<file path="config.mk">
export PLATFORM = sky130hd
export DESIGN_NAME = mhq_ram
export DESIGN_NICKNAME = d
export VERILOG_FILES = /design/src/sv/mhq_ram.sv
export SDC_FILE = /design/constraint.sdc
export NUM_CORES = 1
export LEC_CHECK = 0
export ABC_CLOCK_PERIOD_IN_PS = 4600
export BUFFER_PORTS_ARGS = -buffer_cell sky130_fd_sc_hd__buf_4
export CORE_MARGIN = 3
export CORE_UTILIZATION = 42
export CTS_CLUSTER_SIZE = 24
export DETAILED_ROUTE_END_ITERATION = 12
export GPL_TIMING_DRIVEN = 0
export SLEW_MARGIN = 40
export SYNTH_ARGS = -nofsm -noshare
export SYNTH_HDL_FRONTEND = slang
export SYNTH_SLANG_ARGS = --single-unit
export TNS_END_PERCENT = 5
</file>
<file path="constraint.sdc">
create_clock -name clk -period 4.6 [get_ports clk]
set_clock_uncertainty 0.2 [all_clocks]
set_input_delay 1.15 -clock clk [delete_from_list [all_inputs] [get_ports clk]]
set_output_delay 1.15 -clock clk [all_outputs]
set_load 0.02 [all_outputs]
</file>
<file path="src/sv/mhq_ram.sv">
`default_nettype none
module mhq_ram #(
	parameter int WIDTH = 8,
	parameter int DEPTH = 16
) (
	input  wire logic                     clk,
	input  wire logic                     we,
	input  wire logic [$clog2(DEPTH)-1:0] waddr,
	input  wire logic [WIDTH-1:0]         wdata,
	input  wire logic [$clog2(DEPTH)-1:0] raddr,
	output logic      [WIDTH-1:0]         rdata
);

	logic [WIDTH-1:0] mem_q [DEPTH];
	logic [WIDTH-1:0] rdata_q;

	always_ff @(posedge clk) begin
		if (we) begin
			mem_q[waddr] <= wdata;
		end
		rdata_q <= mem_q[raddr];
	end

	assign rdata = rdata_q;

endmodule
`default_nettype wire

</file>
==> reports/results.ini <==
[finish]
n_antenna_cell=0
fill_cells=913
multi_input_area_um2=1090
fin_area_um2=6100
layout.area.seq_um2=4000
mostFrequentLayoutCell=edfxtp_1
nets=290
utilization_pct=52.1
final_cell_mix=128 x edfxtp_1, 25 x buf_4, 18 x mux4_2
area_growth_pct=18.5
drive_gt1_share_pct=30.6

[global_route]
grtUsageTotal_pct=16.0
grt_pass1_vias=2377
grt_max_degree=17
grt-ovfl-total=0
grt_pass1_wl_um=14900
antenna_found_initial=0

[setup_path]
critPathSlowestCell=nor2_1
cp-end-kind=flip-flop
path_cells=buf_4 -> or3b_2 -> nor2_1
arrival_ns=2.46
critPathMaxStageDelay_ns=0.63
crit_path_start=waddr[2]
cp-start-kind=input pin
worstPathMaxFanout=8
worstPathRequired_ns=4.43
path_class=in2reg
rr_startpoint=mem_q[10][7]$_DFFE_PP_

[sta]
slew_headroom_pct=47.0
final-setup-viol-count=0
finalCritPeriodShare_pct=57.3
rsz0062_at_grt=no
tightest_slew_ns=0.792
finalMaxSlewViolations=0
period_minus_slack_ns=2.64
fmaxAchievable_ghz=0.379
setup-tns-final_ns=0
hold_viol=0

[hold_path]
worstHoldPathType=reg2reg
min-delay-start=mem_q[8][2]$_DFFE_PP_

[place]
dp_hpwl_um=6210
io_buffer_count=24
place.gp.congestion=0.681
place_area_um2=5530

[pwr]
leakagePower_uw=0.00204
total_power_uw=2790
power_density_nw_per_um2=457
irDropWorstVdd_v=0.000168

[clock_tree]
post_cts_buffers=0
cts_max_level=4
cts_tree=built
cts_resized=0
holdBufCountCts=0
clk_path_buf_depth=2
clock-sinks=136
clk_latency_ns=0.40
path_clk_slew_ns=0.05
clockRootBuffer=clkbuf_16
cts_buffers=17

[drt]
via_per_inst=5.53
drc=0
dr.pass1.iters=4
wl_um=9760
vias=2363
routedWlPerCell_um=22.9
ant_nets=0
drt-initial-drc-count=92

[synth]
syn-num-nets=247
synth_top_area_share_pct=74.7
ys_ff_latch=136
yosys_warnings=0
synth_largest_area_cell=edfxtp_1
synth_cells=229
synth.area.top_cells=edfxtp_1 75%, mux4_2 7.9%, mux4_1 7.1%
synth_seq_area_share_pct=77.8
synth.distinct_cells=19
syn-cell-area_um2=5150
syn_avg_cell_area_um2=22.5

[outcome]
outcome=finished clean

[floorplan]
core-area_um2=11700
die_w_um=117
start_util_pct=44.0
io_pins=26
rows=39
fp.dieH_um=117
die_area_um2=13600

[flow_run]
maxCapViolCount=0

## critical path: cells and delay by family
kind          cells  cell delay, ns
buf+inv           1            0.12
simple gates      2            1.18
## cell usage after synthesis
library cell       n
nand2_1            9
nand3b_1           2
mux4_2            18
clkdlybuf4s25_2    3
edfxtp_1         128
nand2b_1           2
nand3_1            1
and2_1             1
or3b_2             1
buf_2              3
mux4_1            14
a22oi_1           16
dfxtp_1            8
and2b_1            1
nor2_1            13
nor2b_1            1
nor3_1             4
buf_6              3
buf_4              1
## cells by family after synthesis
family | share of synthesized area (%)
AO/OA/AOI/OAI | 2.33
multiplexers | 15.0
AND/OR/NAND/NOR | 3.18
buffers and inverters | 1.68
flip-flops | 77.8
## metal layers
metal	vias up	share of wire (%)	track usage [%]
li1	1062	-	-
met1	1228	47	23.1
met2	59	47	23.5
met3	14	4.2	3.94
met4	0	1.8	6.88
met5	-	0	0
## state kept, by name, summed over array words and instances, names as in the netlist
| signal | count |
|---|---|
| mem_q | 128 |
| rdata | 8 |
## final timing paths
kind	end	slack (ns)	cells after the start
setup / recovery	mem_q[1][6]$_DFFE_PP_	1.96	3
hold / removal	rdata[2]$_DFF_P_	0.48	3
setup reg to reg	rdata[7]$_DFF_P_	3.02	3
hold reg to reg	rdata[2]$_DFF_P_	0.48	3
## metrics by stage
stage	worst slack, ns	hold WS [ns]	instances
after floorplan	1.76	0.429	229
after global placement	1.18	0.467	396
after detailed placement	1.54	0.472	396
after CTS	1.95	0.488	427
after global routing	1.93	0.517	427
final	1.96	0.484	427
## power breakdown
part | total, uW | switching [uW] | leakage (uW) | internal [uW]
registers | 1390 | 6.44 | 0.00122 | 1390
logic | 151 | 87.0 | 0.000541 | 64.1
clock network | 1240 | 443 | 0.000280 | 800
total | 2790 | 537 | 0.00204 | 2250
## final cells by class
| type | count | share of cell area, % |
|---|---|---|
| clock buffer | 29 | 9.02 |
| buffer | 10 | 1.42 |
| tap | 143 | 2.93 |
| clock inverter | 2 | 0.164 |
| multi-input combinational | 83 | 17.9 |
| timing repair buffer | 24 | 2.95 |
| sequential | 136 | 65.6 |
Power figures use the tool's default switching activity.
